$ cat config.mk
export PLATFORM = sky130hd
export DESIGN_NAME = mtnc_void
export DESIGN_NICKNAME = d
export VERILOG_FILES = /design/src/rtl/mtnc_pkg.sv /design/src/rtl/mtnc_void.sv
export SDC_FILE = /design/constraint.sdc
export NUM_CORES = 1
export LEC_CHECK = 0
export BUFFER_PORTS_ARGS = -buffer_cell sky130_fd_sc_hd__buf_2
export CORE_AREA = 2 2 108 110
export DETAILED_ROUTE_END_ITERATION = 10
export DIE_AREA = 0 0 110 112
export GPL_TIMING_DRIVEN = 0
export PLACE_DENSITY = 0.44
export SLEW_MARGIN = 5
export SYNTH_ARGS = -nofsm -noshare
export SYNTH_HDL_FRONTEND = slang
export SYNTH_SLANG_ARGS = --single-unit
export TNS_END_PERCENT = 5
$ cat constraint.sdc
create_clock -name clk_i -period 1.15 [get_ports clk_i]
set_input_delay 0.0575 -clock clk_i [delete_from_list [all_inputs] [get_ports clk_i]]
set_output_delay 0.0575 -clock clk_i [all_outputs]
set_load 0.05 [all_outputs]
$ cat src/rtl/mtnc_pkg.sv
// shared types, codes and the void tag table of the tag nesting checker
// no dependencies
package mtnc_pkg;

  localparam int unsigned DefMaxNameLen = 16;
  localparam int unsigned DefStackDepth = 32;

  localparam int unsigned VoidCount = 15;
  localparam int unsigned VoidMaxLen = 8;

  typedef enum logic [3:0] {
    MODE_SPACE = 4'b0001,
    MODE_TAG   = 4'b0010,
    MODE_ATTR  = 4'b0100,
    MODE_WORD  = 4'b1000
  } mode_e;

  typedef enum logic [2:0] {
    ERR_NONE     = 3'd0,
    ERR_EMPTY    = 3'd1,
    ERR_MISMATCH = 3'd2,
    ERR_UNCLOSED = 3'd3,
    ERR_TOO_LONG = 3'd4,
    ERR_OVERFLOW = 3'd5
  } err_e;

  localparam logic [7:0] ChLt    = 8'h3C;
  localparam logic [7:0] ChGt    = 8'h3E;
  localparam logic [7:0] ChSlash = 8'h2F;

  // control from the tokenizer to the void matcher
  typedef struct packed {
    logic       clr;
    logic       step;
    logic [7:0] chr;
  } void_ctl_t;

  localparam logic [7:0] VOID_WORDS [VoidCount][VoidMaxLen] = '{
    '{"!", "d", "o", "c", "t", "y", "p", "e"},
    '{"a", "r", "e", "a", 8'h00, 8'h00, 8'h00, 8'h00},
    '{"b", "a", "s", "e", 8'h00, 8'h00, 8'h00, 8'h00},
    '{"b", "r", 8'h00, 8'h00, 8'h00, 8'h00, 8'h00, 8'h00},
    '{"c", "o", "l", 8'h00, 8'h00, 8'h00, 8'h00, 8'h00},
    '{"e", "m", "b", "e", "d", 8'h00, 8'h00, 8'h00},
    '{"h", "r", 8'h00, 8'h00, 8'h00, 8'h00, 8'h00, 8'h00},
    '{"i", "m", "g", 8'h00, 8'h00, 8'h00, 8'h00, 8'h00},
    '{"i", "n", "p", "u", "t", 8'h00, 8'h00, 8'h00},
    '{"l", "i", "n", "k", 8'h00, 8'h00, 8'h00, 8'h00},
    '{"m", "e", "t", "a", 8'h00, 8'h00, 8'h00, 8'h00},
    '{"p", "a", "r", "a", "m", 8'h00, 8'h00, 8'h00},
    '{"s", "o", "u", "r", "c", "e", 8'h00, 8'h00},
    '{"t", "r", "a", "c", "k", 8'h00, 8'h00, 8'h00},
    '{"w", "b", "r", 8'h00, 8'h00, 8'h00, 8'h00, 8'h00}
  };

  localparam logic [3:0] VOID_LENS [VoidCount] = '{
    4'd8, 4'd4, 4'd4, 4'd2, 4'd3, 4'd5, 4'd2, 4'd3,
    4'd5, 4'd4, 4'd4, 4'd5, 4'd6, 4'd5, 4'd3
  };

endpackage

$ cat src/rtl/mtnc_void.sv
// incremental matcher of the current tag name against the void tag list
// depends on mtnc_pkg
module mtnc_void #(
  parameter int unsigned LenW = 5
) (
  input  logic               clk_i,
  input  logic               rst_ni,
  input  mtnc_pkg::void_ctl_t ctl_i,
  input  logic [LenW-1:0]    idx_i,
  output logic               is_void_o
);
  import mtnc_pkg::*;

  logic [VoidCount-1:0] alive_q, alive_d;
  logic [VoidCount-1:0] slash_q, slash_d;
  logic [VoidCount-1:0] full;
  logic                 short_idx;

  // compare at 32 bits so a narrow length field never truncates the table lengths
  assign short_idx = (32'(idx_i) < VoidMaxLen);

  always_comb begin
    alive_d = alive_q;
    slash_d = slash_q;
    for (int k = 0; k < VoidCount; k++) begin
      full[k] = alive_q[k] && (32'(idx_i) == 32'(VOID_LENS[k]));
    end
    if (ctl_i.clr) begin
      alive_d = '1;
      slash_d = '0;
    end else if (ctl_i.step) begin
      for (int k = 0; k < VoidCount; k++) begin
        alive_d[k] = alive_q[k] && short_idx && (32'(idx_i) < 32'(VOID_LENS[k])) &&
                     (VOID_WORDS[k][idx_i[2:0]] == ctl_i.chr);
        // name equals the word followed by one slash
        slash_d[k] = full[k] && (ctl_i.chr == ChSlash);
      end
    end
  end

  assign is_void_o = (|full) || (|slash_q);

  always_ff @(posedge clk_i or negedge rst_ni) begin
    if (!rst_ni) begin
      alive_q <= '1;
      slash_q <= '0;
    end else begin
      alive_q <= alive_d;
      slash_q <= slash_d;
    end
  end
endmodule

Word level (Yosys, flattened, before mapping)

Memories as Yosys holds them, arrays and structs flattened.
Cells that the tools add are included.

Register bits after elaboration: 30
ROM bits: 960
Input port bits: 17
Output and inout port bits: 1
Word-level logic and storage cells: 160
Memories kept: 15

$lt $le $gt $ge: 7
Equal/unequal tests: 22
Mux-type cells: 34
Bitwise operators: 1
Reductions and logical operators: 79

Memories:

| memory           | words | bits a word | read ports | clocked after Yosys merged registers in | wr ports | line            | text |
|---|---|---|---|---|---|---|---|
| (name not given) | 8     | 8           | 1          | 0                                       | 0        | mtnc_void.sv:34 | `(VOID_WORDS[k][idx_i[2:0]] == ctl_i.chr);` |
| (name not given) | 8     | 8           | 1          | 0                                       | 0        | mtnc_void.sv:34 |  |
| (name not given) | 8     | 8           | 1          | 0                                       | 0        | mtnc_void.sv:34 |  |
| (name not given) | 8     | 8           | 1          | 0                                       | 0        | mtnc_void.sv:34 |  |
| (name not given) | 8     | 8           | 1          | 0                                       | 0        | mtnc_void.sv:34 |  |
| (name not given) | 8     | 8           | 1          | 0                                       | 0        | mtnc_void.sv:34 |  |
| +9 memories      | -     | -           | -          | -                                       | -        | -               |  |

Operators by type and width:

| cell                                                                         | count |
|---|---|
| 8-bit two-way mux                                                            | 30 |
| 8-bit equality test                                                          | 15 |
| 1-bit logical AND                                                            | 75 |
| 15-bit two-way mux                                                           | 4 |
| 15-bit OR reduction                                                          | 2 |
| 5-bit by 3-bit equality test with 1-bit output, second input constant        | 3 |
| 5-bit by 3-bit less-than comparator with 1-bit output, second input constant | 3 |
| 5-bit by 2-bit equality test with 1-bit output, second input constant        | 2 |
| 5-bit by 2-bit less-than comparator with 1-bit output, second input constant | 2 |
| 8-bit by 6-bit equality test with 1-bit output, second input constant        | 1 |
| 5-bit by 4-bit equality test with 1-bit output, second input constant        | 1 |
| 5-bit by 4-bit less-than comparator with 1-bit output, second input constant | 1 |
| 4-bit greater-or-equal comparator, second input constant                     | 1 |
| 3-bit NOT with 4-bit output                                                  | 1 |
| 2-bit nonzero test                                                           | 1 |
| 1-bit logical OR                                                             | 1 |

Depth between registers and ports, before layout

Gate-level depths: netlist of run 1.

Depth after elaboration: 8
Gate-level depth with buffers: 9
Gate-level depth less buffers: 7

Worst setup path after synthesis of run 1

Ideal clock, no wire load.

Path kind: input port to output port
From: input port idx_i[1]
To: output port is_void_o
Data arrival time: 1.629 ns
Path slack: -0.536 ns
Stages on the path: 8
Path buffers: 2
Path through: clkinv_1 -> ha_1 -> clkbuf_1 -> buf_2 -> o41ai_1 -> o21ai_0 -> o21ai_0 -> nand4b_1

Longest elaborated chain between the ends: 4
Elaborated cells between the ends (all ways): 23

Ends and longest elaborated chain:

| element                                                                      | line            | text |
|---|---|---|
| start, declared                                                              | mtnc_void.sv:9  | `input logic [LenW-1:0] idx_i,` |
| 5-bit by 4-bit equality test with 1-bit output, or another cell as far along | mtnc_void.sv:26 | `full[k] = alive_q[k] && (32'(idx_i) == 32'(VOID_LENS[k]));` |
| 1-bit logical AND                                                            | mtnc_void.sv:26 |  |
| 15-bit OR reduction *                                                        | mtnc_void.sv:41 | `assign is_void_o = (\|full) \|\| (\|slash_q);` |
| 1-bit logical OR *                                                           | mtnc_void.sv:41 |  |
| end, declared                                                                | mtnc_void.sv:10 | `output logic is_void_o` |

Mark *: on every way between the ends. The rest lies on a longest branch, timed or not.

Worst setup path in the final report of run 1

From: register alive_q[9]
To: output port is_void_o

Longest elaborated chain between the ends: 3

Ends and longest elaborated chain:

| element                | line            | text |
|---|---|---|
| start, declared        | mtnc_void.sv:14 | `logic [VoidCount-1:0] alive_q, alive_d;` |
| start signal, assigned | mtnc_void.sv:48 | `alive_q <= alive_d;` |
| 1-bit logical AND      | mtnc_void.sv:26 |  |
| 15-bit OR reduction    | mtnc_void.sv:41 |  |
| 1-bit logical OR       | mtnc_void.sv:41 |  |

No other way between the ends.

==> impl_metrics.py, run 1 <==
metrics = {
    "power_and_ir_drop": {
        "power.density_nw_per_um2": 1030,
        "ir_worst_vdd_uv": 732,
        "total_power_mw": 3.48,
        "leakage_nw": 1.27,
    },
    "hold_path": {
        "holdPathEnd": "alive_q[0]$_DFFE_PN1P_",
        "min_path_type": "in2reg",
        "hp-start": "ctl_i[5]",
        "hold_path_depth": 3,
    },
    "clock_network": {
        "clock-sinks": 30,
        "cts_tree": "done",
        "clk_pin_slew_ns": 0.05,
        "h-tree-depth": 2,
        "cts_root_buffer": "clkbuf_16",
        "cts_buffers": 5,
        "clock_latency_ns": 0.28,
        "clk_path_buf_depth": 2,
    },
    "yosys": {
        "synth_top_cells_by_area": "dfstp_2, dfrtp_1, a21oi_1",
        "yosysMostFrequentCell": "a21oi_1",
        "synth_compound_area_share_pct": 27.9,
        "syn_nets": 352,
        "synth-xor-area-share_pct": 7.32,
        "yosys_warnings": 0,
        "synth.distinct_cells": 58,
        "synthAdderAreaFrac_pct": 3.80,
        "synth_top_family_by_area": "compound AO/OA/AOI/OAI gates",
        "synth.cell_area_sq_um": 2630,
        "ys_ff_latch": 30,
        "synth_edf_count": 0,
        "synth-async-reset-ratio_pct": 100,
        "synth_ff_type": "dfstp_2",
        "synthSimpleGateAreaFrac_pct": 22.9,
        "yosysTopAreaCellShare_pct": 15.0,
        "synth_seq_area_share_pct": 29.2,
        "ys_top_cells_by_count": "a21oi_1, o21ai_0, nand2_1",
        "synth.area.mux_share_pct": 2.00,
        "synth.avg_cell_area_sq_um": 8.05,
        "synth.largest_area_cell": "dfstp_2",
        "syn_inst": 327,
    },
    "finish": {
        "n_fill_cell": 1204,
        "final_area_sq_um": 3370,
        "antenna_cells": 0,
        "regArea_sq_um": 769,
        "nNetsFinal": 379,
        "utilization_pct": 30.2,
        "multi_input_area_sq_um": 1860,
        "drive_gt1_share_pct": 30.4,
        "synthToLayoutAreaGrowth_pct": 28.0,
        "instances_no_fill": 498,
    },
    "detailed_routing": {
        "firstDrtPassIters": 5,
        "met2WireLength_um": 4380,
        "top_layer": "met4",
        "drc_errors": 0,
        "routed_wl_um": 10100,
        "routedLengthMet1_um": 4920,
        "ant_nets": 0,
        "vias_per_cell": 5.51,
        "avgRoutedWirePerCell_um": 20.3,
        "first_iter_violations": 289,
        "via_count": 2742,
        "wl_met3_um": 563,
    },
    "global_route": {
        "grt_max_degree": 31,
        "track_usage_pct": 17.0,
        "antenna_found_initial": 0,
        "grt-ovfl-total": 0,
        "grt_pass1_vias": 2648,
        "grt_pass1_wl_um": 15900,
    },
    "setup_path": {
        "end_kind": "output pin",
        "cp.required_ns": 1.09,
        "rr_worst_depth": 3,
        "worstReg2RegStart": "alive_q[12]$_DFFE_PN1P_",
        "critical_path_class": "reg2out",
        "slowest_stage": "or4_1",
        "critPathMaxFanout": 3,
        "r2r-end": "alive_q[12]$_DFFE_PN1P_",
        "critPathMaxStageDelay_ns": 0.51,
        "reg2reg_slack_ns": -0.11,
        "critPathLaunchType": "flip-flop",
        "path_cells": "or4_1 > nand4_1 > nand4b_1 > buf_6",
        "worstPathArrival_ns": 1.58,
    },
    "die": {
        "rows": 39,
        "coreArea_sq_um": 11200,
        "die_x_um": 110,
        "dieArea_sq_um": 12300,
        "pin_count": 18,
        "start_util_pct": 23.6,
        "die_h_um": 112,
    },
    "placed_design": {
        "dpl_cell_area_sq_um": 2890,
        "place_congestion": 0.871,
        "port-buffer-count": 13,
        "placed_cells": 483,
        "dp_slack_ns": -0.941,
        "dp_hpwl_um": 7390,
    },
    "timing": {
        "post-route-period-util_pct": 142,
        "worst_slew_pin_slew_ns": 0.685,
        "maxSlewHeadroom_pct": 54.3,
        "setup_ws_ns": -0.488,
        "slew_violations": 0,
        "setup-violations-final": 24,
        "rsz0062_at_grt": "true",
        "fin_hold_ws_ns": 0.103,
        "finalHoldViolCount": 0,
        "min_period_ns": 1.64,
        "fin_skew_ns": 0.00589,
        "setup_tns_ns": -2.95,
        "max_freq_mhz": 611,
    },
    "job": {
        "max_cap_violations": 0,
    },
    "status": {
        "violations": "negative setup slack",
        "status": "complete, but fails checks",
    },
}
registers in the layout (all words and copies together) (netlist names):
name	count
slash_q	15
alive_q	15
power breakdown:
group	internal, mW	switching [mW]
logic	0.326	0.553
registers	1.12	0.0462
clock network	0.977	0.448
logic make-up (layout without fill, tap and decap cells):
group,after synthesis,in the layout
xor gates and xnor gates,22,22
muxes,5,5
adders and majority gates,8,8
DFF,30,30
and+or+nand+nor,109,109
AOI/OAI and AO/OA,110,110
buffers and inverters,43,71
area by class of cell:
type | count | share of cell area [%]
Buffer | 31 | 5.90
Clock buffer | 8 | 4.94
Inverter | 12 | 1.60
Multi-Input combinational cell | 254 | 55.3
Sequential cell | 30 | 22.8
Tap cell | 143 | 5.31
Timing Repair Buffer | 20 | 4.12
cell usage in the layout (no fill, tap or decap), types with 7 or more instances in the layout:
cell type	n
a21oi_1	25
nand2_1	20
o21ai_0	18
buf_2	17
nor2_1	17
dfstp_2	15
dfrtp_1	15
buf_4	13
a22o_1	13
xnor2_1	11
inv_1	10
nand4_1	9
xor2_1	9
nand3_1	7
a31oi_1	7
per-layer routing:
metal	vias to the layer above	track usage, %
li1	1275	-
met1	1331	25.6
met2	117	24.9
met3	19	2.34
met4	0	5.15
met5	-	0
critical path: cells and delay by family, from the launching register on:
kind          cells  cell delay (ns)
simple gates      3             0.75
flops             1             0.37
buf+inv           1             0.17
what timing repair did:
| action | in CTS | in global routing |
|---|---|---|
| hold endpoints to repair | 15 | 0 |
| endpoints found under the setup margin | 29 | 31 |
| buffers inserted | 4 | 2 |
| pin swaps | 5 | 10 |
| hold buffers | 1 | 0 |
| resized for setup | 47 | 37 |
how the worst max path moves through the flow:
stage	from	to	slack (ns)	depth (start not counted)
2_1_floorplan	alive_q[9]$_DFFE_PN1P_	is_void_o	-0.34	3
3_3_place_gp	idx_i[0]	alive_q[14]$_DFFE_PN1P_	-0.95	9
3_5_place_dp	idx_i[0]	alive_q[14]$_DFFE_PN1P_	-0.94	9
4_1_cts	alive_q[5]$_DFFE_PN1P_	is_void_o	-0.48	5
5_1_grt	alive_q[11]$_DFFE_PN1P_	is_void_o	-0.54	5
6_report	alive_q[9]$_DFFE_PN1P_	is_void_o	-0.49	4
No activity file was read; power rests on OpenSTA's default activity.
==> run 2: changes to the inputs <==
==> constraint.sdc (replaced) <==
create_clock -name clk_i -period 1.5 [get_ports clk_i]
set_input_delay 0.075 -clock clk_i [delete_from_list [all_inputs] [get_ports clk_i]]
set_output_delay 0.075 -clock clk_i [all_outputs]
set_load 0.005 [all_outputs]
==> run 2 against run 1 <==
The flow still finishes with violations (negative setup slack). Largest cell class unchanged. Flip-flop and latch count stayed put. Non-clock buffer count shrank 4. Largest power group unchanged. First-iteration DRC count fell by 35%. Count of clock-buffer cells in the layout shrank 1. Worst hold slack gained 0.025 ns. Setup slack gained 0.38 ns. Combinational power is 29% lower. Critical path depth grew 1. Utilization shrank 1.6 points. Clock skew is essentially flat. Register-to-register slack improved by 0.30 ns.
==> impl_metrics.py, run 2 (synthesis results as in run 1) <==
metrics = {
    "status": {
        "status": "complete, but fails checks",
        "violations": "negative setup slack",
    },
    "detailed_routing": {
        "routed_wl_um": 9940,
        "first_iter_violations": 187,
        "routedLengthMet1_um": 4800,
        "top_layer": "met4",
        "avgRoutedWirePerCell_um": 20.1,
        "met2WireLength_um": 4340,
        "wl_met3_um": 615,
        "vias_per_cell": 5.51,
        "firstDrtPassIters": 5,
        "ant_nets": 0,
        "drc_errors": 0,
        "via_count": 2724,
    },
    "setup_path": {
        "end_kind": "output pin",
        "critPathLaunchType": "flip-flop",
        "cp.required_ns": 1.42,
        "critical_path_class": "reg2out",
        "worstPathArrival_ns": 1.53,
        "critPathMaxFanout": 2,
    },
    "timing": {
        "setup_tns_ns": -0.135,
        "slew_violations": 0,
        "finalHoldViolCount": 0,
        "setup-violations-final": 3,
        "setup_ws_ns": -0.108,
        "post-route-period-util_pct": 107,
        "maxSlewHeadroom_pct": 53.7,
        "fin_skew_ns": 0.00599,
        "worst_slew_pin_slew_ns": 0.695,
        "min_period_ns": 1.61,
        "max_freq_mhz": 622,
        "rsz0062_at_grt": "true",
    },
    "placed_design": {
        "dp_hpwl_um": 7300,
        "placed_cells": 483,
        "port-buffer-count": 13,
        "place_congestion": 0.931,
        "dpl_cell_area_sq_um": 2880,
    },
    "job": {
        "max_cap_violations": 0,
    },
    "die": {
        "rows": 39,
        "dieArea_sq_um": 12300,
        "pin_count": 18,
        "die_x_um": 110,
        "start_util_pct": 23.6,
        "coreArea_sq_um": 11200,
        "die_h_um": 112,
    },
    "clock_network": {
        "clock_latency_ns": 0.27,
        "cts_buffers": 5,
        "cts_tree": "done",
        "clk_pin_slew_ns": 0.05,
        "clk_path_buf_depth": 2,
        "cts_root_buffer": "clkbuf_16",
        "h-tree-depth": 2,
        "clock-sinks": 30,
    },
    "finish": {
        "largestRegisters": "alive_q (15), slash_q (15)",
        "final_area_sq_um": 3190,
        "drive_gt1_share_pct": 24.5,
        "regArea_sq_um": 769,
        "n_fill_cell": 1216,
        "instances_no_fill": 494,
        "final_common_cell": "a21oi_1",
        "most-common-layout-cells": "a21oi_1, o21ai_0, nand2_1",
        "synthToLayoutAreaGrowth_pct": 21.3,
        "utilization_pct": 28.6,
        "multi_input_area_sq_um": 1790,
        "antenna_cells": 0,
        "nNetsFinal": 375,
    },
    "global_route": {
        "grt_max_degree": 31,
        "track_usage_pct": 16.6,
        "grt-ovfl-total": 0,
        "grt_pass1_wl_um": 15600,
        "antenna_found_initial": 0,
        "grt_pass1_vias": 2679,
    },
    "power_and_ir_drop": {
        "ir_worst_vdd_uv": 508,
        "leakage_nw": 1.19,
        "power.density_nw_per_um2": 785,
        "total_power_mw": 2.51,
    },
    "hold_path": {
        "min_path_type": "in2reg",
    },
}
==> run 2: cell count changes in the layout (fill, tap and decap cells not counted), moves of 3 or more <==
cell and change:
buf_2 +4, buf_4 -7, buf_6 -3, clkbuf_1 +3, clkbuf_8 -3, o21ai_0 +4
==> run 2: final cells by class <==
type                    count  share of cell area [%]
well taps                 143                    5.60
clock buffers               7                    4.47
multi-input cells         254                    56.0
clock inverters             1                   0.157
inverters                  12                    1.68
repair buffers             18                    3.37
flip-flops and latches     30                    24.1
plain buffers              29                    4.66
==> run 2: metrics by stage <==
step | worst slack, ns | hold slack [ns]
after CTS | -0.127 | 0.112
after global placement | -0.944 | 0.144
after global routing | -0.158 | 0.144
after detailed placement | -0.891 | 0.148
after floorplan | -0.104 | -0.221
final | -0.108 | 0.128
==> run 2: worst paths after layout <==
| kind | from | to | slack, ns | depth (start not counted) |
|---|---|---|---|---|
| max reg2reg | alive_q[11]$_DFFE_PN1P_ | alive_q[11]$_DFFE_PN1P_ | 0.19 | 4 |
| max in group asynchronous | rst_ni | slash_q[4]$_DFFE_PN0P_ | 0.66 | 2 |
| min reg2reg | alive_q[7]$_DFFE_PN1P_ | alive_q[7]$_DFFE_PN1P_ | 0.50 | 2 |
| min in group asynchronous | rst_ni | slash_q[9]$_DFFE_PN0P_ | 0.39 | 2 |
| max | alive_q[11]$_DFFE_PN1P_ | is_void_o | -0.11 | 5 |
| min | ctl_i[5] | alive_q[0]$_DFFE_PN1P_ | 0.13 | 3 |
==> run 2: worst max-delay path, stage by stage, from the launching register on <==
cell,delay [ns]
dfstp_2,0.38
o41ai_4,0.35
o21ai_1,0.12
o21ai_1,0.17
nand4b_1,0.10
buf_2,0.14
==> run 2: power by group <==
| group | internal, mW | switching [mW] |
|---|---|---|
| combinational | 0.221 | 0.399 |
| sequential | 0.863 | 0.0351 |
| clock | 0.656 | 0.335 |
==> run 2: timing repair <==
action,4_1_cts,5_1_grt
endpoints found under the setup margin,15,21
cloned,0,0
hold buffers,1,0
endpoints found under the hold margin,15,0
pin swaps,3,2
resized for setup,22,20
setup buffers,4,0
==> run 2: layer usage <==
metal	GRT usage, %	vias to the layer above
met3	1.99	18
met1	25.1	1322
met4	4.73	0
met2	24.5	115
met5	0	-
li1	-	1269
==> run 3: changes to the inputs <==
--- a/config.mk
+++ b/config.mk
@@ -6,9 +6,9 @@
 export NUM_CORES = 1
 export LEC_CHECK = 0
 export BUFFER_PORTS_ARGS = -buffer_cell sky130_fd_sc_hd__buf_2
-export CORE_AREA = 2 2 108 110
+export CORE_AREA = 4 4 110 112
 export DETAILED_ROUTE_END_ITERATION = 10
-export DIE_AREA = 0 0 110 112
+export DIE_AREA = 0 0 114 116
 export GPL_TIMING_DRIVEN = 0
 export PLACE_DENSITY = 0.44
 export SLEW_MARGIN = 5
==> run 3 against run 2 <==
The flow still finishes with violations (negative setup slack). Count of clock-buffer cells in the layout is the same. Setup slack gained 0.027 ns. Utilization grew 0.38 points. Critical path depth shrank 1. Clock skew shrank 0.0024 ns. Power grew 0.40%. Die area grew 7.3%. Fmax grew 1.7%. Critical path type unchanged. Critical endpoint unchanged. Largest cell class unchanged.
==> impl_metrics.py, run 3 (synthesis results as in run 1) <==
metrics = {
    "status": {
        "status": "complete, but fails checks",
        "violations": "negative setup slack",
    },
    "global_route": {
        "antenna_found_initial": 0,
        "track_usage_pct": 15.7,
        "grt-ovfl-total": 0,
        "grt_pass1_wl_um": 16000,
        "grt_pass1_vias": 2721,
        "grt_max_degree": 31,
    },
    "die": {
        "dieArea_sq_um": 13200,
        "pin_count": 18,
        "die_x_um": 114,
        "start_util_pct": 23.5,
        "die_h_um": 116,
        "coreArea_sq_um": 11200,
        "rows": 39,
    },
    "timing": {
        "slew_violations": 0,
        "setup_tns_ns": -0.0811,
        "worst_slew_pin_slew_ns": 0.647,
        "setup_ws_ns": -0.0811,
        "maxSlewHeadroom_pct": 56.9,
        "post-route-period-util_pct": 105,
        "fin_skew_ns": 0.00359,
        "rsz0062_at_grt": "true",
        "setup-violations-final": 1,
        "max_freq_mhz": 632,
        "finalHoldViolCount": 0,
        "fin_hold_ws_ns": 0.132,
        "min_period_ns": 1.58,
    },
    "setup_path": {
        "critPathMaxStageDelay_ns": 0.53,
        "critical_path_class": "reg2out",
        "critPathMaxFanout": 3,
        "slowest_stage": "or4_1",
        "cp.required_ns": 1.42,
        "critPathLaunchType": "flip-flop",
        "path_delay_family": "simple AND/OR/NAND/NOR gates",
        "worst-path-buf-inv": 1,
        "path_cells": "or4_1 > nand4_1 > nand4b_1 > buf_2",
        "worstPathArrival_ns": 1.51,
        "end_kind": "output pin",
    },
    "finish": {
        "most-common-layout-cells": "a21oi_1, o21ai_0, nand2_1",
        "antenna_cells": 0,
        "synthToLayoutAreaGrowth_pct": 23.5,
        "final_area_sq_um": 3250,
        "final_common_cell": "a21oi_1",
        "nNetsFinal": 379,
        "largestRegisters": "alive_q (15), slash_q (15)",
        "drive_gt1_share_pct": 25.4,
    },
    "clock_network": {
        "cts_tree": "done",
        "cts_buffers": 5,
        "clk_pin_slew_ns": 0.05,
        "clock-sinks": 30,
        "clk_path_buf_depth": 2,
        "cts_root_buffer": "clkbuf_16",
        "clock_latency_ns": 0.27,
        "h-tree-depth": 2,
    },
    "power_and_ir_drop": {
        "total_power_mw": 2.52,
        "ir_worst_vdd_uv": 624,
        "leakage_nw": 1.22,
        "power.density_nw_per_um2": 775,
    },
    "placed_design": {
        "dp_hpwl_um": 7620,
        "port-buffer-count": 13,
        "place_congestion": 0.871,
        "dpl_cell_area_sq_um": 2880,
        "dp_slack_ns": -0.778,
    },
    "hold_path": {
        "min_path_type": "in2reg",
    },
    "detailed_routing": {
        "ant_nets": 0,
        "vias_per_cell": 5.46,
        "avgRoutedWirePerCell_um": 20.6,
        "first_iter_violations": 268,
        "routed_wl_um": 10300,
        "via_count": 2719,
        "drc_errors": 0,
        "firstDrtPassIters": 5,
    },
    "job": {
        "max_cap_violations": 0,
    },
}
==> run 3: metrics by stage <==
| stage | utilization [%] | cells |
|---|---|---|
| after floorplan | - | 327 |
| after global placement | 25.6 | 483 |
| after detailed placement | 25.6 | 483 |
| after CTS | 28.2 | 498 |
| after global routing | 29.0 | 498 |
| final | 29.0 | 498 |
==> run 3: power by group <==
group	leakage (nW)	total [mW]	switching, mW	internal, mW
sequential	0.368	0.897	0.0345	0.863
clock	0.0739	0.981	0.326	0.655
combinational	0.783	0.640	0.405	0.235
total	1.22	2.52	0.765	1.75
==> run 3: layout make-up <==
type	instances	area, sq um
fill	1242	7970
multi-input combinational	254	1800
sequential	30	769
tap	143	179
buffer	29	160
timing repair buffer	22	144
clock buffer	7	143
inverter	12	53.8
clock inverter	1	5.00
==> run 3: worst paths after layout <==
kind	endpoint	slack (ns)	depth (start not counted)	start
worst min-delay path	alive_q[0]$_DFFE_PN1P_	0.13	3	ctl_i[5]
worst max-delay path	is_void_o	-0.08	4	alive_q[9]$_DFFE_PN1P_
min in group asynchronous	slash_q[9]$_DFFE_PN0P_	0.37	2	rst_ni
worst min register to register	alive_q[7]$_DFFE_PN1P_	0.49	2	alive_q[7]$_DFFE_PN1P_
worst max register to register	alive_q[11]$_DFFE_PN1P_	0.17	4	alive_q[11]$_DFFE_PN1P_
max in group asynchronous	slash_q[11]$_DFFE_PN0P_	0.71	2	rst_ni
==> run 3: metal layers <==
| metal | vias to the layer above | part of all wire [%] | GRT usage [%] |
|---|---|---|---|
| li1 | 1277 | - | - |
| met1 | 1316 | 47 | 22.5 |
| met2 | 106 | 44 | 23.7 |
| met3 | 20 | 6.3 | 3.08 |
| met4 | 0 | 2.5 | 4.83 |
| met5 | - | 0 | 0 |
==> run 3: worst min-delay path: stages <==
cell and delay (ns):
buf_2 0.14, o211ai_1 0.10, o41ai_2 0.08
==> run 3: timing repair <==
action / CTS / global route
setup endpoints to repair: 19 / 23
resized for setup: 25 / 24
setup buffers: 8 / 0
pin swaps: 4 / 5
hold buffers: 1 / 0
gates cloned: 0 / 0
hold endpoints to repair: 15 / 0
